### src/rtl/core/dsc_pkg.sv
// Shared types and constants for the door sequence controller.
// No dependencies; used by dsc_timer, dsc_seq and the core top level.
package dsc_pkg;

  localparam int COUNTER_BITS = 16;
  localparam int LIMIT_BITS   = 16;
  localparam int CMP_BITS     = (COUNTER_BITS > LIMIT_BITS) ? COUNTER_BITS : LIMIT_BITS;
  localparam int POS_BITS     = 10;
  localparam int VOLT_BITS    = 8;
  localparam int PROD_BITS    = VOLT_BITS + 4;

  localparam logic [COUNTER_BITS-1:0] CNT_MAX = '1;
  localparam logic [POS_BITS-1:0]     HI_MARK = POS_BITS'(950);
  localparam logic [POS_BITS-1:0]     LO_MARK = POS_BITS'(50);

  // request kinds
  localparam logic [1:0] REQ_TICK  = 2'd0;
  localparam logic [1:0] REQ_OPEN  = 2'd1;
  localparam logic [1:0] REQ_CLOSE = 2'd2;

  // door status codes
  localparam logic [1:0] ST_CLOSED = 2'd0;
  localparam logic [1:0] ST_MOVING = 2'd1;
  localparam logic [1:0] ST_OPEN   = 2'd2;

  // config register indexes
  localparam logic [1:0] REG_NOMINAL = 2'd0;
  localparam logic [1:0] REG_STEPS   = 2'd1;
  localparam logic [1:0] REG_WARN    = 2'd2;
  localparam logic [1:0] REG_BLINK   = 2'd3;

  typedef struct packed {
    logic [1:0]           req_type;
    logic [VOLT_BITS-1:0] supply_voltage;
    logic [POS_BITS-1:0]  step_position;
    logic [POS_BITS-1:0]  rail_position;
    logic [POS_BITS-1:0]  door_position;
  } item_t;

  typedef struct packed {
    logic       step_drive;
    logic       rail_drive;
    logic       door_drive;
    logic       warning_lamp;
    logic [1:0] door_status;
  } result_t;

  typedef struct packed {
    logic [VOLT_BITS-1:0]  nominal_voltage;
    logic                  steps_fitted;
    logic [LIMIT_BITS-1:0] warning_ticks;
    logic [LIMIT_BITS-1:0] blink_half_ticks;
  } cfg_t;

  // timer control for one word
  typedef struct packed {
    logic tick;          // advance the count
    logic start;         // restart from zero, running
    logic stop;          // clear running and count (wins over start)
    logic stop_on_fire;  // firing ends the run
  } timer_ctl_t;

endpackage

### src/rtl/core/door_sequence_controller_core.sv
// Door sequence controller core. Each input word is a tick (supply voltage and
// step, rail and door positions in permille) or an open or close command, and
// yields exactly one output word with the three drive commands, the warning lamp
// and the door status. A word enters an input register, is evaluated in one pass
// of compare and counter logic while it is held there, and lands in an output
// register through the single rules stage: throughput one word per clock while
// output words are read. While a finished word waits on the output side, one
// more word is taken into the input register; input then stalls until the
// output word is read. Configuration writes are accepted every cycle (cfg_ready
// is tied high) and must only be issued while no word is in flight. Supply below
// 90 percent of nominal on a tick clears the request, drives, lamp and timers.
module door_sequence_controller_core (
  input  logic        clk,
  input  logic        rst,
  // input words
  input  logic        s_axis_tvalid,
  output logic        s_axis_tready,
  input  logic [39:0] s_axis_tdata,  // [7:0] supply_voltage, [17:8] step_position,
                                     // [27:18] rail_position, [37:28] door_position
  input  logic [1:0]  s_axis_tuser,  // [1:0] req_type
  // output words
  output logic        m_axis_tvalid,
  input  logic        m_axis_tready,
  output logic [7:0]  m_axis_tdata,  // [0] step_drive, [1] rail_drive, [2] door_drive,
                                     // [3] warning_lamp, [5:4] door_status
  // configuration writes
  input  logic        cfg_valid,
  output logic        cfg_ready,
  input  logic [1:0]  cfg_index,
  input  logic [15:0] cfg_data
);

  dsc_pkg::cfg_t    cfg;
  dsc_pkg::item_t   in_item;
  dsc_pkg::result_t result, out_word;
  logic             in_valid;
  logic             advance;
  logic             blink_active;

  // ---- config registers ----
  assign cfg_ready = 1'b1;

  always_ff @(posedge clk) begin
    if (rst) begin
      cfg.nominal_voltage  <= dsc_pkg::VOLT_BITS'(110);
      cfg.steps_fitted     <= 1'b1;
      cfg.warning_ticks    <= dsc_pkg::LIMIT_BITS'(100);
      cfg.blink_half_ticks <= dsc_pkg::LIMIT_BITS'(25);
    end else if (cfg_valid && cfg_ready) begin
      unique case (cfg_index)
        dsc_pkg::REG_NOMINAL: cfg.nominal_voltage  <= cfg_data[dsc_pkg::VOLT_BITS-1:0];
        dsc_pkg::REG_STEPS:   cfg.steps_fitted     <= cfg_data[0];
        dsc_pkg::REG_WARN:    cfg.warning_ticks    <= cfg_data[dsc_pkg::LIMIT_BITS-1:0];
        dsc_pkg::REG_BLINK:   cfg.blink_half_ticks <= cfg_data[dsc_pkg::LIMIT_BITS-1:0];
        default: ;
      endcase
    end
  end

  // ---- input register ----
  // word leaves the input register for the output register when the output slot is free or being drained
  assign advance       = in_valid && (!m_axis_tvalid || m_axis_tready);
  assign s_axis_tready = !in_valid || advance;

  always_ff @(posedge clk) begin
    if (rst) begin
      in_valid <= 1'b0;
    end else if (s_axis_tready) begin
      in_valid <= s_axis_tvalid;
    end
  end

  always_ff @(posedge clk) begin
    if (s_axis_tvalid && s_axis_tready) begin
      in_item.req_type       <= s_axis_tuser;
      in_item.supply_voltage <= s_axis_tdata[7:0];
      in_item.step_position  <= s_axis_tdata[17:8];
      in_item.rail_position  <= s_axis_tdata[27:18];
      in_item.door_position  <= s_axis_tdata[37:28];
    end
  end

  // ---- rules stage: state updates only when the word advances ----
  dsc_seq u_seq (
    .clk          (clk),
    .rst          (rst),
    .update       (advance),
    .item         (in_item),
    .cfg          (cfg),
    .result       (result),
    .blink_active (blink_active)
  );

  // ---- output register ----
  always_ff @(posedge clk) begin
    if (rst) begin
      m_axis_tvalid <= 1'b0;
    end else if (advance) begin
      m_axis_tvalid <= 1'b1;
    end else if (m_axis_tready) begin
      m_axis_tvalid <= 1'b0;
    end
  end

  always_ff @(posedge clk) begin
    if (advance) begin
      out_word <= result;
    end
  end

  assign m_axis_tdata = {2'b00, out_word.door_status, out_word.warning_lamp,
                         out_word.door_drive, out_word.rail_drive, out_word.step_drive};

  // ---- checks ----
  a_status_code: assert property (@(posedge clk) disable iff (rst)
    m_axis_tvalid |-> (out_word.door_status != 2'd3))
    else $error("door_status carries an unused code");

  a_advance_fills_out: assert property (@(posedge clk) disable iff (rst)
    advance |=> m_axis_tvalid)
    else $error("evaluated word did not reach the output register");

  a_stall_holds_input: assert property (@(posedge clk) disable iff (rst)
    !s_axis_tready |-> in_valid)
    else $error("input stalled with an empty input register");

  a_lamp_needs_blink: assert property (@(posedge clk) disable iff (rst)
    (advance && result.warning_lamp) |=> blink_active)
    else $error("warning lamp lit without a running blink timer");

endmodule

### src/rtl/core/dsc_timer.sv
// Saturating tick timer: running bit and count, fires at its limit.
// Depends on dsc_pkg.
module dsc_timer (
  input  logic                           clk,
  input  logic                           rst,
  input  logic                           update,
  input  dsc_pkg::timer_ctl_t            ctl,
  input  logic [dsc_pkg::LIMIT_BITS-1:0] limit,
  output logic                           running,
  output logic                           fire
);

  logic [dsc_pkg::COUNTER_BITS-1:0] count;
  logic [dsc_pkg::COUNTER_BITS-1:0] count_inc;
  logic [dsc_pkg::COUNTER_BITS-1:0] count_next;
  logic                             running_next;

  assign count_inc = (count < dsc_pkg::CNT_MAX) ? count + 1'b1 : count;

  assign fire = ctl.tick && running &&
                ((dsc_pkg::CMP_BITS'(count_inc) >= dsc_pkg::CMP_BITS'(limit)) ||
                 (count_inc == dsc_pkg::CNT_MAX));

  always_comb begin
    running_next = running;
    count_next   = count;
    if (ctl.stop) begin
      running_next = 1'b0;
      count_next   = '0;
    end else if (ctl.start) begin
      running_next = 1'b1;
      count_next   = '0;
    end else if (ctl.tick && running) begin
      running_next = !(fire && ctl.stop_on_fire);
      count_next   = fire ? '0 : count_inc;
    end
  end

  always_ff @(posedge clk) begin
    if (rst) begin
      running <= 1'b0;
      count   <= '0;
    end else if (update) begin
      running <= running_next;
      count   <= count_next;
    end
  end

endmodule

### src/rtl/core/dsc_seq.sv
// Sequencing rules: request latch, drive commands, lamp, both timers.
// Depends on dsc_pkg and dsc_timer.
module dsc_seq (
  input  logic             clk,
  input  logic             rst,
  input  logic             update,
  input  dsc_pkg::item_t   item,
  input  dsc_pkg::cfg_t    cfg,
  output dsc_pkg::result_t result,
  output logic             blink_active
);

  logic open_requested, open_requested_next;
  logic step_cmd, step_cmd_next;
  logic rail_cmd, rail_cmd_next;
  logic door_cmd, door_cmd_next;
  logic lamp_on, lamp_on_next;
  logic [dsc_pkg::POS_BITS-1:0] last_step, last_step_next;
  logic [dsc_pkg::POS_BITS-1:0] last_rail, last_rail_next;
  logic [dsc_pkg::POS_BITS-1:0] last_door, last_door_next;

  logic is_tick, power_ok, run_rules;
  logic [dsc_pkg::PROD_BITS-1:0] volts_x10, nominal_x9;
  logic sp_hi, rp_hi, rp_lo, dp_hi, dp_lo;
  logic blink_running, blink_fire, delay_running, delay_fire, blink_mid;
  dsc_pkg::timer_ctl_t blink_ctl, delay_ctl;

  assign is_tick    = (item.req_type == dsc_pkg::REQ_TICK);
  assign volts_x10  = dsc_pkg::PROD_BITS'(item.supply_voltage) * dsc_pkg::PROD_BITS'(10);
  assign nominal_x9 = dsc_pkg::PROD_BITS'(cfg.nominal_voltage) * dsc_pkg::PROD_BITS'(9);
  assign power_ok   = !(volts_x10 < nominal_x9);
  assign run_rules  = is_tick && power_ok;

  assign sp_hi = item.step_position > dsc_pkg::HI_MARK;
  assign rp_hi = item.rail_position > dsc_pkg::HI_MARK;
  assign rp_lo = item.rail_position < dsc_pkg::LO_MARK;
  assign dp_hi = item.door_position > dsc_pkg::HI_MARK;
  assign dp_lo = item.door_position < dsc_pkg::LO_MARK;

  // blink running as seen by the close rules, after any start this tick
  assign blink_mid = blink_running || !dp_lo;

  always_comb begin
    blink_ctl.tick         = run_rules;
    blink_ctl.stop_on_fire = 1'b0;
    delay_ctl.tick         = run_rules;
    delay_ctl.stop_on_fire = 1'b1;
    blink_ctl.start        = 1'b0;
    blink_ctl.stop         = is_tick && !power_ok;
    delay_ctl.start        = 1'b0;
    delay_ctl.stop         = is_tick && !power_ok;
    if (run_rules) begin
      if (open_requested) begin
        delay_ctl.stop  = 1'b1;
        blink_ctl.stop  = dp_hi;
        blink_ctl.start = !dp_hi && !blink_running;
      end else begin
        blink_ctl.start = !dp_lo && !blink_running;
        delay_ctl.start = !dp_lo && !blink_running;
        blink_ctl.stop  = blink_mid && rp_lo;
      end
    end
  end

  dsc_timer u_blink (
    .clk     (clk),
    .rst     (rst),
    .update  (update),
    .ctl     (blink_ctl),
    .limit   (cfg.blink_half_ticks),
    .running (blink_running),
    .fire    (blink_fire)
  );

  dsc_timer u_delay (
    .clk     (clk),
    .rst     (rst),
    .update  (update),
    .ctl     (delay_ctl),
    .limit   (cfg.warning_ticks),
    .running (delay_running),
    .fire    (delay_fire)
  );

  always_comb begin
    open_requested_next = open_requested;
    step_cmd_next       = step_cmd;
    rail_cmd_next       = rail_cmd;
    door_cmd_next       = door_cmd;
    lamp_on_next        = lamp_on;
    last_step_next      = last_step;
    last_rail_next      = last_rail;
    last_door_next      = last_door;
    unique case (item.req_type)
      dsc_pkg::REQ_TICK: begin
        last_step_next = item.step_position;
        last_rail_next = item.rail_position;
        last_door_next = item.door_position;
        if (!power_ok) begin
          open_requested_next = 1'b0;
          step_cmd_next       = 1'b0;
          rail_cmd_next       = 1'b0;
          door_cmd_next       = 1'b0;
          lamp_on_next        = 1'b0;
        end else if (open_requested) begin
          lamp_on_next  = (lamp_on ^ blink_fire) && !dp_hi;
          step_cmd_next = cfg.steps_fitted;
          rail_cmd_next = cfg.steps_fitted ? sp_hi : 1'b1;
          door_cmd_next = rp_hi;
        end else begin
          lamp_on_next  = (lamp_on ^ blink_fire) && !(blink_mid && rp_lo);
          step_cmd_next = cfg.steps_fitted && !rp_lo;
          door_cmd_next = door_cmd && !delay_fire && !dp_lo;
          rail_cmd_next = blink_mid ? !dp_lo : (rail_cmd && !dp_lo);
        end
      end
      dsc_pkg::REQ_OPEN:  open_requested_next = 1'b1;
      dsc_pkg::REQ_CLOSE: open_requested_next = 1'b0;
      default: ;
    endcase
  end

  always_comb begin
    result.step_drive   = step_cmd_next;
    result.rail_drive   = rail_cmd_next;
    result.door_drive   = door_cmd_next;
    result.warning_lamp = lamp_on_next;
    if (last_step_next < dsc_pkg::LO_MARK && last_rail_next < dsc_pkg::LO_MARK &&
        last_door_next < dsc_pkg::LO_MARK) begin
      result.door_status = dsc_pkg::ST_CLOSED;
    end else if (open_requested_next && last_door_next > dsc_pkg::HI_MARK) begin
      result.door_status = dsc_pkg::ST_OPEN;
    end else begin
      result.door_status = dsc_pkg::ST_MOVING;
    end
  end

  assign blink_active = blink_running;

  always_ff @(posedge clk) begin
    if (rst) begin
      open_requested <= 1'b0;
      step_cmd       <= 1'b0;
      rail_cmd       <= 1'b0;
      door_cmd       <= 1'b0;
      lamp_on        <= 1'b0;
      last_step      <= '0;
      last_rail      <= '0;
      last_door      <= '0;
    end else if (update) begin
      open_requested <= open_requested_next;
      step_cmd       <= step_cmd_next;
      rail_cmd       <= rail_cmd_next;
      door_cmd       <= door_cmd_next;
      lamp_on        <= lamp_on_next;
      last_step      <= last_step_next;
      last_rail      <= last_rail_next;
      last_door      <= last_door_next;
    end
  end

  // lamp is only lit while the blink timer runs (checked at top level)
  logic unused_delay;
  assign unused_delay = delay_running;

endmodule

### config.mk
export PLATFORM = sky130hd
export DESIGN_NAME = door_sequence_controller_core
export DESIGN_NICKNAME = d
export VERILOG_FILES = /design/src/rtl/core/dsc_pkg.sv /design/src/rtl/core/door_sequence_controller_core.sv /design/src/rtl/core/dsc_timer.sv /design/src/rtl/core/dsc_seq.sv
export SDC_FILE = /design/constraint.sdc
export NUM_CORES = 1
export LEC_CHECK = 0
export BUFFER_PORTS_ARGS = -buffer_cell sky130_fd_sc_hd__buf_2
export CORE_UTILIZATION = 58
export DETAILED_ROUTE_END_ITERATION = 10
export GPL_ROUTABILITY_DRIVEN = 0
export PLACE_DENSITY = 0.82
export SKIP_CTS_REPAIR_TIMING = 1
export SLEW_MARGIN = 20
export SYNTH_ARGS = -nofsm -noshare
export SYNTH_HDL_FRONTEND = slang
export SYNTH_SLANG_ARGS = --single-unit
### constraint.sdc
create_clock -name clk -period 5.4 [get_ports clk]
set_input_delay 0 -clock clk [delete_from_list [all_inputs] [get_ports clk]]
set_output_delay 0 -clock clk [all_outputs]
set_load 0.01 [all_outputs]
# Yosys cells after proc, flatten, opt, wreduce, memory -nomap -nowiden

Cells that the tools add are included.

Bits in registers: 158
Input port bits: 65
Output and inout bits: 11

Eq/ne operators: 7
Bitwise operators: 1
Magnitude comparators: 14
Reduce and logical (&&, ||, !) cells: 45
Multiplexer cells: 43
$mul: 2
Add/subtract/negate cells: 2

Operator list:

| cell                                                                   | number |
|---|---|
| 16-bit 2-to-1 mux                                                      | 10 |
| 10-bit by 6-bit < comparator with 1-bit output (second input constant) | 5 |
| 10-bit greater-than comparator (second input constant)                 | 4 |
| 16-bit by 1-bit adder with 16-bit output (second input constant)       | 2 |
| 16-bit == test (second input constant)                                 | 2 |
| 16-bit >= comparator                                                   | 2 |
| 16-bit < comparator (second input constant)                            | 2 |
| 10-bit 2-to-1 mux                                                      | 3 |
| 1-bit 2-to-1 mux                                                       | 25 |
| 1-bit logical AND                                                      | 20 |
| 12-bit < comparator                                                    | 1 |
| 8-bit by 4-bit multiplier with 12-bit output (second input constant)   | 1 |
| 2-bit AND reduction                                                    | 6 |
| 8-bit by 3-bit multiplier with 11-bit output (second input constant)   | 1 |
| 1-bit zero test                                                        | 9 |
| 2-bit 2-to-1 mux                                                       | 4 |
| 2-bit == test (second input constant)                                  | 3 |
| 3-bit nonzero test                                                     | 2 |
| 1-bit logical OR                                                       | 5 |
| 2-bit by 1-bit == test with 1-bit output (second input constant)       | 2 |
| 2-bit zero test                                                        | 2 |
| 1-bit case mux with 3 select lines                                     | 1 |
| 2-bit nonzero test                                                     | 1 |
| 1-bit bitwise XOR                                                      | 1 |

# Depth between registers and ports, before layout

Gate-level depths: netlist (run 1).

Depth in word-level cells: 12
Gate-level depth with buffers: 22
Mapped depth without buffers: 19

# By module

Synthesis (run 1) repeated with hierarchy kept, for this count alone.

Cells, all modules: 1034
Area, all modules: 9241.4 um^2

By module, submodules not included:

| module                        | times used | seq. area each (um^2) | area each (um^2) | cells each |
|---|---|---|---|---|
| dsc_timer                     | 2          | 340.3                 | 1780.5           | 240 |
| door_sequence_controller_core | 1          | 2242.2                | 3190.6           | 225 |
| dsc_seq                       | 1          | 660.6                 | 2489.9           | 329 |

# Worst setup path before layout (run 1)

Ideal clock, no wire load.

Path kind: register to register
From: register cfg[34] (netlist name)
To: register u_seq.u_delay.count[10] in the netlist's numbering
Cell stages (with the launch flop): 20
Data required time: 5.268 ns
Buffers on the path: 3
Library setup time: 0.132 ns
Path slack: 1.138 ns
Data arrival time: 4.130 ns
Path through: dfxtp_1 > ha_1 > ha_1 > fa_1 > a21o_1 > a21oi_1 > nor2b_1 > o21ai_0 > xor2_1 > ha_1 > a21o_1 > a2111oi_2 > or2_2 > clkbuf_1 > nor2_1 > a311o_1 > buf_4 > buf_6 > nand3_1 > a21oi_1

Longest elaborated chain between the ends: 10
Elaborated cells on any way between the ends: 15
Those cells by class: mul (1); order compare (1); mux (6); reduce/logical (7)

Ends and longest elaborated chain:

| item                                             | line                             | RTL |
|---|---|---|
| 8-bit by 4-bit multiplier with 12-bit output (*) | dsc_seq.sv:30                    | `assign nominal_x9 = dsc_pkg::PROD_BITS'(cfg.nominal_voltage) * dsc_pkg::PROD_BITS'(9);` |
| 12-bit < comparator (*)                          | dsc_seq.sv:31                    | `assign power_ok = !(volts_x10 < nominal_x9);` |
| 1-bit zero test                                  | dsc_seq.sv:31                    |  |
| 1-bit logical AND                                | dsc_seq.sv:32                    | `assign run_rules = is_tick && power_ok;` |
| 1-bit logical AND                                | dsc_timer.sv:20, dsc_timer.sv:33 |  |
| 1-bit logical AND                                | dsc_timer.sv:20                  | `assign fire = ctl.tick && running &&` |
| 16-bit 2-to-1 mux                                | dsc_timer.sv:35                  | `count_next = fire ? '0 : count_inc;` |
| 16-bit 2-to-1 mux                                | dsc_timer.sv:33                  | `end else if (ctl.tick && running) begin` |
| 16-bit 2-to-1 mux                                | dsc_timer.sv:30                  | `end else if (ctl.start) begin` |
| 16-bit 2-to-1 mux                                | dsc_timer.sv:27                  | `if (ctl.stop) begin` |
| end signal: assignment                           | dsc_timer.sv:45                  | `count <= count_next;` |
| end: declaration                                 | dsc_timer.sv:13                  | `logic [dsc_pkg::COUNTER_BITS-1:0] count;` |

Every way passes the cells marked *; elsewhere a longest branch is shown, timed or not. The select of a mux whose other input is x is not followed.
A chain may end at the register's enable or synchronous reset.

# Final worst setup path (run 1)

From: register in_item[31] in the netlist's numbering
To: register u_seq.u_delay.count[5] in the netlist's numbering

Longest elaborated chain between the ends: 10
Elaborated cells on any way between the ends: 15
Those cells by class: mul (1); order compare (1); mux (6); reduce/logical (7)

Ends and longest elaborated chain:

| item                                             | line                                | RTL |
|---|---|---|
| start: declaration                               | door_sequence_controller_core.sv:34 | `dsc_pkg::item_t in_item;` |
| 8-bit by 3-bit multiplier with 11-bit output (*) | dsc_seq.sv:29                       | `assign volts_x10 = dsc_pkg::PROD_BITS'(item.supply_voltage) * dsc_pkg::PROD_BITS'(10);` |
| 12-bit < comparator (*)                          | dsc_seq.sv:31                       |  |
| 1-bit zero test                                  | dsc_seq.sv:31                       |  |
| 1-bit logical AND                                | dsc_seq.sv:32                       |  |
| 1-bit logical AND                                | dsc_timer.sv:20, dsc_timer.sv:33    |  |
| 1-bit logical AND                                | dsc_timer.sv:20                     |  |
| 16-bit 2-to-1 mux                                | dsc_timer.sv:35                     |  |
| 16-bit 2-to-1 mux                                | dsc_timer.sv:33                     |  |
| 16-bit 2-to-1 mux                                | dsc_timer.sv:30                     |  |
| 16-bit 2-to-1 mux                                | dsc_timer.sv:27                     |  |

Marked as above.

==> results of run 1 <==
## layer usage
| layer | global-route usage [%] | up-vias | routed length [microns] |
|---|---|---|---|
| li1 | - | 3643 | - |
| met1 | 31.92 | 3471 | 8454 |
| met2 | 42.77 | 329 | 10150 |
| met3 | 4.693 | 52 | 1346 |
| met4 | 10.67 | 0 | 612 |
| met5 | 0 | - | 0 |
## cell type report
class                      instances  area [sq um]
multi-input combinational        703          4425
fill                             964          3959
sequential                       156          3583
timing repair buffer             138          1008
clock buffer                      17         425.4
tap                              180         225.2
inverter                          51         191.4
clock inverter                    15         170.2
## synthesized netlist by cell type, types with 3 or more instances
cell type | number | area, sq um
nor4_1 | 11 | 68.82
nand3_1 | 45 | 225.2
xor2_1 | 8 | 70.07
and2_1 | 4 | 25.02
a21o_1 | 15 | 112.6
mux2_2 | 4 | 45.04
o31ai_1 | 6 | 45.04
and4_1 | 3 | 26.28
nand2_1 | 174 | 653.1
and3_1 | 10 | 62.56
o2111ai_1 | 3 | 26.28
or3_1 | 5 | 31.28
xnor2_1 | 19 | 166.4
nor2b_1 | 11 | 68.82
ha_1 | 67 | 838.3
buf_4 | 4 | 30.03
o211ai_1 | 6 | 45.04
or2_2 | 3 | 18.77
clkbuf_1 | 34 | 127.6
o21a_1 | 3 | 22.52
a31oi_1 | 12 | 75.07
nand4_1 | 15 | 93.84
dfxtp_1 | 110 | 2202
a211oi_1 | 3 | 22.52
nand2b_1 | 8 | 50.05
buf_1 | 3 | 11.26
nor3_1 | 14 | 70.07
nand3b_1 | 5 | 37.54
buf_2 | 6 | 30.03
mux2i_1 | 8 | 80.08
a21oi_1 | 105 | 525.5
edfxtp_1 | 46 | 1381
nor2_1 | 45 | 168.9
o21ai_0 | 25 | 125.1
inv_1 | 50 | 187.7
a22o_1 | 13 | 113.9
a211o_1 | 11 | 96.34
## tightest hold or removal path, delay by kind of cell
kind,cells,cell delay (ns)
buf+inv,1,0.14
compound gates,1,0.14
simple gates,1,0.15
## cells by family after synthesis
logic type	synth area share, %
simple gates	20.38
compound gates	17.16
flops	42.66
buf+inv	4.781
fa+ha+maj	10.46
xor+xnor	2.815
mux	1.668
other cells	0.08940
## final timing paths
| kind | slack, ns | endpoint | depth (start not counted) |
|---|---|---|---|
| worst max register to register | 0.58 | u_seq.u_delay.count[5]$_SDFFE_PP0P_ | 20 |
| worst max-delay path | 0.58 | u_seq.u_delay.count[5]$_SDFFE_PP0P_ | 20 |
| worst min register to register | 0.45 | u_seq.last_step[4]$_SDFFE_PP0P_ | 2 |
| worst min-delay path | 0.02 | cfg[32]$_SDFFE_PP1P_ | 3 |
## per-stage QoR
| step | hold WS (ns) | setup WS [ns] | area (sq um) |
|---|---|---|---|
| 2_1_floorplan | 0.09887 | 1.138 | 8404 |
| 3_3_place_gp | 0.1763 | 0.7692 | 8841 |
| 3_5_place_dp | 0.1781 | 0.7014 | 8841 |
| 4_1_cts | -0.2738 | 0.6875 | 9437 |
| 5_1_grt | 0.04735 | 0.2389 | 10030 |
| 6_report | 0.02430 | 0.5850 | 10030 |
## flip-flops by register name, summed over array words and instances (netlist names)
register and count:
u_seq.door_cmd 1, u_seq.lamp_on 1, u_seq.u_delay.count 16, in_valid 1, u_seq.step_cmd 1, u_seq.rail_cmd 1
u_seq.last_step 9, u_seq.last_door 10, u_seq.u_delay.running 1, u_seq.u_blink.running 1, cfg 41, m_axis_tvalid 1
u_seq.open_requested 1, u_seq.u_blink.count 16, u_seq.last_rail 9, in_item 40, m_axis_tdata 6
## report_power, final
group / switching (uW) / internal, uW
Combinational: 180 / 148
Sequential: 29.3 / 1250
Clock: 574 / 623
==> metrics.cfg, run 1 <==
[cells_and_area]
antennaDiodeCount = 0
final_cell_mix = nand2_1, dfxtp_1, a21oi_1
layout.cells.most_common = nand2_1
fin_cells = 1260
fin_util_pct = 71.70
areaGrowthSynthToFinish_pct = 19.39
drive_above_1_share_pct = 12.22
finalNetCount = 1201

[detailed_routing]
vias_per_cell = 5.948
num_vias = 7495
dr.pass1.iters = 5
drtIter0Drc = 680
drcViolationCount = 0
routed_wl_microns = 20570
wl_per_cell_microns = 16.32
ant_nets = 0

[cts]
cts_root_buffer = clkbuf_16
ctsHtreeMaxLevel = 4
cts_tree = yes
path_clk_slew_ns = 0.07
cts_sinks = 156
cts-buffers-inserted = 17
worstSkewPairLatency_ns = 0.44
cts_buffer_depth = 2

[worst_setup_path]
cpLargestDelayFamily = compound AO/OA/AOI/OAI gates
r2r-start = in_item[31]$_DFFE_PP_
slowest_delay_ns = 0.68
startpoint = in_item[31]$_DFFE_PP_
worst_setup_path_start_kind = flop
endpoint_kind = flop
cp_max_fo = 18
cp_cell_sequence = ha_1 -> ha_1 -> inv_1 -> fa_1 -> inv_1 -> a21o_1 -> a21oi_1 -> o21bai_1 -> a21oi_1 -> xnor2_1 -> ha_1 -> nand4_1 -> a211oi_1 -> a2111oi_2 -> buf_4 -> or2_2 -> nor3_1 -> a311o_1 -> nand4b_1 -> a31oi_1
crit_buf_inv = 3
cp_slowest_cell = a311o_1
crit_type = flop to flop
worst_ep_required_time_ns = 5.75
worst_path_most_repeated_cell = ha_1
cp_data_arrival_time_ns = 5.16

[timing]
rsz0062_at_grt = no
timing.fmax_mhz = 207.7
finalCritPeriodShare_pct = 89.17
finClkSkew_ns = 0.01248
setup_tns_ns = 0
hold_violations = 0
worst_pin_slew_ns = 1.043
period_needed_ns = 4.815
finalSetupViolations = 0
slew_violations = 0
slew_headroom_pct = 30.27

[power_and_ir_drop]
total_leakage_power_uw = 0.003969
power_uw = 2801
power_density_nw_per_um2 = 279.3
irDropWorstVdd_mv = 0.2633

[floorplan]
die_w_microns = 122.4
fp.coreArea_sq_um = 13990
io_pins = 76
die_y_microns = 122.4
rows = 43
dieArea_sq_um = 14970
start_util_pct = 60.05

[global_route]
first_global_vias = 6555
grt_usage_pct = 25.41
antenna_found_initial = 0
grt_pass1_wl_microns = 29970
grt_max_degree = 96
grt_remaining_overflow = 0

[job]
max_cap_violations = 0

[synth]
yosys_warnings = 0
synth_edf_count = 46
synth_ff_type = dfxtp_1
synth_cell_types = 70
ys_ff_latch = 156
netlist_instances = 957
async_flop_share_pct = 0
syn-cell-area_sq_um = 8401
syn_avg_cell_area_sq_um = 8.778
ys_seq_area_share_pct = 42.66

[place]
portBuffers = 70
dp.cells = 1169
place_hpwl_microns = 12850

[status]
status = finished, final reports clean

[min_path]
min_from = cfg_index[1]
hold_path_class = input pin to flop

(Power assumes the default switching activity.)
==> inputs of run 2 (changes only) <==
==> constraint.sdc (replaced) <==
create_clock -name clk -period 5.4 [get_ports clk]
set_input_delay 0.54 -clock clk [delete_from_list [all_inputs] [get_ports clk]]
set_output_delay 0.54 -clock clk [all_outputs]
set_load 0.05 [all_outputs]
==> run 2 against run 1 <==
Against the previous run: total power shrank 1.5%; first-iteration DRC count fell by 33%; largest power group unchanged; highest routed layer unchanged; core utilization shrank 4.2 points; critical path depth shrank 2; clock skew fell by 0.0013 ns.
==> metrics.cfg, run 2 (synthesis gave the netlist of run 1 again) <==
[cells_and_area]
reg_top3 = cfg (41), in_item (40)
fin_area_sq_um = 9448  ; -5.8%
drive_above_1_share_pct = 13.01  ; +0.79 points
antennaDiodeCount = 0  ; unchanged
areaGrowthSynthToFinish_pct = 12.47
largest_reg_flops = 41  ; unchanged
finalNetCount = 1143  ; -4.8%
largest-register = cfg
final_cell_mix = nand2_1, dfxtp_1, a21oi_1
layout.cells.most_common = nand2_1

[floorplan]
io_pins = 76  ; unchanged
start_util_pct = 60.05  ; unchanged
die_w_microns = 122.4  ; unchanged
fp.coreArea_sq_um = 13990  ; unchanged
rows = 43  ; unchanged
dieArea_sq_um = 14970  ; unchanged
die_y_microns = 122.4  ; unchanged

[min_path]
hold_path_class = input pin to flop
holdPathStages = 1  ; -2
worstHoldEndpoint = in_item[2]$_DFFE_PP_
min_from = s_axis_tdata[30]

[detailed_routing]
ant_nets = 0  ; unchanged
drcViolationCount = 0  ; unchanged
routed_wl_microns = 18330  ; -11%
wl_per_cell_microns = 15.25  ; -6.6%
dr.pass1.iters = 6  ; +1
num_vias = 7058  ; -5.8%
vias_per_cell = 5.872  ; -1.3%
drtIter0Drc = 457  ; -33%

[worst_setup_path]
crit_type = flop to flop
worst_ep_required_time_ns = 5.74  ; about the same
r2r_setup_slack_ns = 0.83  ; +0.25 ns
endpoint_kind = flop
r2r-start = cfg[37]$_SDFFE_PP0P_
cp_data_arrival_time_ns = 4.91  ; -0.25 ns
worst_setup_path_start_kind = flop
r2r-end = u_seq.u_delay.count[5]$_SDFFE_PP0P_
ff2ff_path_depth = 18  ; -10%
cp_max_fo = 15  ; -3

[place]
place_hpwl_microns = 13040  ; +1.5%
place_area_sq_um = 8848  ; about the same
portBuffers = 70  ; unchanged

[global_route]
first_global_vias = 6587  ; +0.49%
grt_pass1_wl_microns = 29980  ; about the same
antenna_found_initial = 0  ; unchanged
grt_max_degree = 96  ; unchanged
grt_remaining_overflow = 0  ; unchanged
grt_usage_pct = 25.67  ; +0.25 points

[power_and_ir_drop]
power_density_nw_per_um2 = 292.2  ; +4.6%
total_leakage_power_uw = 0.003722  ; -6.2%
irDropWorstVdd_mv = 0.2585  ; -1.8%
power_uw = 2761  ; -1.5%

[timing]
rsz0062_at_grt = no
timing.fmax_mhz = 219.1  ; +5.5%
slew_violations = 0  ; unchanged
worst_pin_slew_ns = 1.079  ; +0.03525 ns
slew_headroom_pct = 27.91  ; -2.4 points
period_needed_ns = 4.565  ; -0.2499 ns
finClkSkew_ns = 0.01123  ; -0.001252 ns
setup_tns_ns = 0  ; unchanged
hold_violations = 0  ; unchanged
finalSetupViolations = 0  ; unchanged
finalCritPeriodShare_pct = 84.54  ; -4.6 points

[cts]
worstSkewPairLatency_ns = 0.43  ; about the same
cts_root_buffer = clkbuf_16
path_clk_slew_ns = 0.07  ; about the same
ctsHtreeMaxLevel = 4  ; unchanged
cts-buffers-inserted = 17  ; unchanged
cts_sinks = 156  ; unchanged
cts_buffer_depth = 2  ; unchanged
cts_tree = yes

[job]
max_cap_violations = 0  ; unchanged

[status]
status = finished, final reports clean

-- run 2: changes by cell type in the layout (fill, tap and decap cells not counted), sizes merged --
cell         change
dlygate4sd3     -59
clkinvlp         +1
buf              +1
inv              -1
-- run 2: worst max-delay path by stage --
stage                               from                                    to  cells after the start
floorplan           cfg[34]$_SDFFE_PP1P_  u_seq.u_delay.count[10]$_SDFFE_PP0P_                     19
global placement    cfg[37]$_SDFFE_PP0P_   u_seq.u_delay.count[5]$_SDFFE_PP0P_                     18
detailed placement  cfg[37]$_SDFFE_PP0P_   u_seq.u_delay.count[5]$_SDFFE_PP0P_                     18
CTS                 cfg[37]$_SDFFE_PP0P_   u_seq.u_delay.count[5]$_SDFFE_PP0P_                     18
global route        cfg[37]$_SDFFE_PP0P_   u_seq.u_delay.count[5]$_SDFFE_PP0P_                     18
finish              cfg[37]$_SDFFE_PP0P_   u_seq.u_delay.count[5]$_SDFFE_PP0P_                     18
-- run 2: layout make-up --
| type | instances | area (sq um) |
|---|---|---|
| clock buffers | 17 | 425.4 |
| clock inverters | 15 | 171.4 |
| fillers | 1116 | 4541 |
| inverters | 51 | 191.4 |
| multi-input cells | 703 | 4425 |
| flip-flops and latches | 156 | 3583 |
| well taps | 180 | 225.2 |
| repair buffers | 80 | 425.4 |
-- run 2: through the flow --
stage	setup slack, ns	utilization, %	hold WS [ns]	std cells
2_1_floorplan	1.138	-	0.4326	958
3_3_place_gp	0.7861	63.26	0.4404	1170
3_5_place_dp	0.6783	63.26	0.4462	1170
4_1_cts	0.5417	67.52	0.2610	1202
5_1_grt	0.5820	67.54	0.2605	1202
6_report	0.8349	67.54	0.2749	1202
-- run 2: power by group --
part / total [uW] / switching (uW) / internal, uW
registers: 1280 / 27.2 / 1250
logic: 304 / 184 / 120
clock network: 1180 / 559 / 622
-- run 2: metal layers --
metal	wire length [microns]	global-route usage, %
met2	8979	43.89
met4	353	10.75
met3	996	5.158
met5	0	0
met1	8005	31.39
-- run 2: worst max-delay path, stage by stage (launching register included) --
cell	delay [ns]
dfxtp_1	0.38
ha_1	0.25
ha_1	0.22
fa_1	0.41
a21o_1	0.20
a21oi_1	0.22
nor2b_1	0.07
o21ai_0	0.23
xor2_1	0.24
ha_1	0.28
nand4_1	0.13
a211oi_1	0.07
a2111oi_2	0.36
buf_4	0.22
or2_2	0.18
nor3_1	0.08
nor2_2	0.56
nand4b_1	0.17
a31oi_1	0.20
==> inputs of run 3 (changes only) <==
- ABC_AREA: not set -> 1
- CORE_UTILIZATION: 58 -> 55
- PLACE_DENSITY: 0.82 -> 0.81
- clock period: 5.4 -> 4.15 ns (I/O delays scaled with it)
==> run 3 against run 2 <==
Against the previous run: synthesized cell count grew 15%; setup slack got worse by 0.56 ns; clock skew up 0.0023 ns; synthesized area up 4.8%; critical path type unchanged.
==> metrics.cfg, run 3 <==
[status]
status = finished, final reports clean

[cells_and_area]
fin_area_sq_um = 10020  ; +6.1%
finalNetCount = 1298  ; +14%
layout.cells.most_common = nand2_1
areaGrowthSynthToFinish_pct = 13.83
fin_cells = 1388  ; +15%
antennaDiodeCount = 0  ; unchanged
largest-register = cfg
seqCellArea_sq_um = 3583  ; unchanged
drive_above_1_share_pct = 15.97  ; +3.0 points
fillers = 1267  ; +14%
multiInputGateArea_sq_um = 4603  ; +4.0%
reg_top3 = cfg (41), in_item (40)
largest_reg_flops = 41  ; unchanged
final_cell_mix = nand2_1, a21oi_1, inv_1

[timing]
period_needed_ns = 3.874  ; -0.6910 ns
setup_tns_ns = 0  ; unchanged
slew_violations = 0  ; unchanged
finalSetupViolations = 0  ; unchanged
setup_ws_ns = 0.2760  ; -0.5590 ns
finClkSkew_ns = 0.01353  ; +0.002296 ns
worst_pin_slew_ns = 0.8619  ; -0.2168 ns
slew_headroom_pct = 42.10  ; +14 points
hold_violations = 0  ; unchanged
finalCritPeriodShare_pct = 93.35  ; +8.8 points
timing.fmax_mhz = 258.1  ; +18%

[power_and_ir_drop]
total_leakage_power_uw = 0.004267  ; +15%
power_density_nw_per_um2 = 378.6  ; +30%
irDropWorstVdd_mv = 0.3531  ; +37%

[cts]
cts_buffer_depth = 2  ; unchanged
cts-buffers-inserted = 17  ; unchanged
cts_tree = yes
cts_sinks = 156  ; unchanged
path_clk_slew_ns = 0.08  ; about the same
worstSkewPairLatency_ns = 0.44  ; about the same
ctsHtreeMaxLevel = 4  ; unchanged
cts_root_buffer = clkbuf_16

[floorplan]
fp.coreArea_sq_um = 15430  ; +10%
rows = 45  ; +4.7%
start_util_pct = 57.06  ; -3.0 points
dieArea_sq_um = 16510  ; +10%
die_y_microns = 128.5  ; +5.0%
io_pins = 76  ; unchanged
die_w_microns = 128.5  ; +5.0%

[worst_setup_path]
cp_max_fo = 16  ; +1
worst_ep_required_time_ns = 4.52  ; -1.22 ns
cpLargestDelayFamily = adder cells
worst_setup_path_start_kind = flop
crit_type = flop to flop
worst_path_most_repeated_cell = nand2_1
slowest_delay_ns = 0.43  ; -0.13 ns
endpoint_kind = flop
crit_buf_inv = 4  ; +3
cp_cell_sequence = ha_1 -> ha_1 -> inv_1 -> fa_1 -> o21ai_2 -> nand2_1 -> nand2_1 -> a21oi_1 -> xor2_1 -> ha_1 -> nand2_1 -> nor2_1 -> a211oi_1 -> nand2_1 -> o21ai_1 -> nor2_2 -> buf_4 -> nand2_2 -> inv_2 -> nor2_4 -> buf_12 -> nand2_1 -> a21oi_1
cp_slowest_cell = fa_1
cp_data_arrival_time_ns = 4.24  ; -0.67 ns

[min_path]
hold_path_class = input pin to flop

[place]
place_area_sq_um = 9314  ; +5.3%
dp.cells = 1353  ; +16%
portBuffers = 70  ; unchanged
place_hpwl_microns = 13410  ; +2.8%
dp_slack_ns = -0.1623  ; -0.8407 ns

[job]
max_cap_violations = 0  ; unchanged

[detailed_routing]
drtIter0Drc = 617  ; +35%
ant_nets = 0  ; unchanged
drcViolationCount = 0  ; unchanged
vias_per_cell = 5.454  ; -7.1%
wl_per_cell_microns = 13.90  ; -8.8%
dr.pass1.iters = 5  ; -1
num_vias = 7570  ; +7.3%
routed_wl_microns = 19300  ; +5.3%

[synth]
syn_avg_cell_area_sq_um = 8.002  ; -8.8%
synthTopCellsByArea = dfxtp_1, edfxtp_1, ha_1, nand2_1, a21oi_1
syn-cell-area_sq_um = 8802  ; +4.8%
synth_top_area_share_pct = 25.02  ; -1.2 points
netlist_instances = 1100  ; +15%
ys_ff_latch = 156  ; unchanged
yosys_warnings = 0  ; unchanged
synth_edf_count = 46  ; unchanged
synth_top_cell_by_area = dfxtp_1
synth_cell_types = 47  ; -33%
synth_ff_type = dfxtp_1
synth.most_common_cell = nand2_1
synth_common_cells = nand2_1, a21oi_1, inv_1, dfxtp_1, o21ai_0
async_flop_share_pct = 0  ; unchanged
ys_seq_area_share_pct = 40.71  ; -1.9 points

[global_route]
grt_max_degree = 44  ; -54%
antenna_found_initial = 0  ; unchanged
grt_remaining_overflow = 0  ; unchanged
grt_usage_pct = 24.42  ; -1.2 points
grt_pass1_wl_microns = 32290  ; +7.7%
first_global_vias = 7130  ; +8.2%

[run 3: changes by cell type in the layout (fill, tap and decap cells not counted), moves of 17 or more]
cell     change
inv_1       +65
nand2_2     +25
o21ai_0     +71
a21oi_1     +17
nand4_1     +19
nand2_1     +38
[run 3: layout make-up]
type / count / area share [%]
tap: 211 / 2.635
multi-input combinational: 784 / 45.94
inverter: 122 / 4.608
clock buffer: 17 / 4.246
sequential: 156 / 35.76
timing repair buffer: 83 / 4.720
clock inverter: 15 / 2.085
[run 3: path summary, 6_finish.rpt]
kind	startpoint	to	slack (ns)	cells after the start
setup / recovery	in_item[33]$_DFFE_PP_	u_seq.u_blink.count[2]$_SDFFE_PP0P_	0.28	23
hold / removal	s_axis_tdata[11]	in_item[23]$_DFFE_PP_	0.14	1
setup reg to reg	in_item[33]$_DFFE_PP_	u_seq.u_blink.count[2]$_SDFFE_PP0P_	0.28	23
hold reg to reg	cfg[30]$_SDFFE_PP0P_	cfg[30]$_SDFFE_PP0P_	0.46	2
[run 3: where the power goes]
part           total, uW  switching (uW)  internal [uW]
Clock               1630             791            836
Sequential          1680            37.1           1640
Combinational        485             311            174
Total               3790            1140           2650
[run 3: through the flow]
step                      total power (uW)  utilization [%]  hold slack [ns]
after floorplan                       2046                -           0.4353
after global placement                2156            60.37           0.4485
after detailed placement              2173            60.37           0.4543
after CTS                             3784            64.49           0.1268
after global routing                  3953            64.95           0.1256
final                                 3793            64.95           0.1385
[run 3: logic make-up (layout without fill, tap and decap cells)]
kind of cell / after synthesis / after routing / share of synthesized area (%)
muxes: 20 / 20 / 2.274
buffers and inverters: 161 / 237 / 7.463
and+or+nand+nor: 414 / 414 / 21.71
other: 2 / 3 / 0.08532
DFF: 156 / 156 / 40.71
xor gates and xnor gates: 19 / 19 / 1.891
adders and majority gates: 69 / 69 / 9.979
AOI/OAI and AO/OA: 259 / 259 / 15.89
[run 3: layer usage]
metal	track usage, %	part of all wire (%)
met1	30.81	45
met2	40.38	48
met3	4.532	4.4
met4	11.83	2.7
met5	0	0
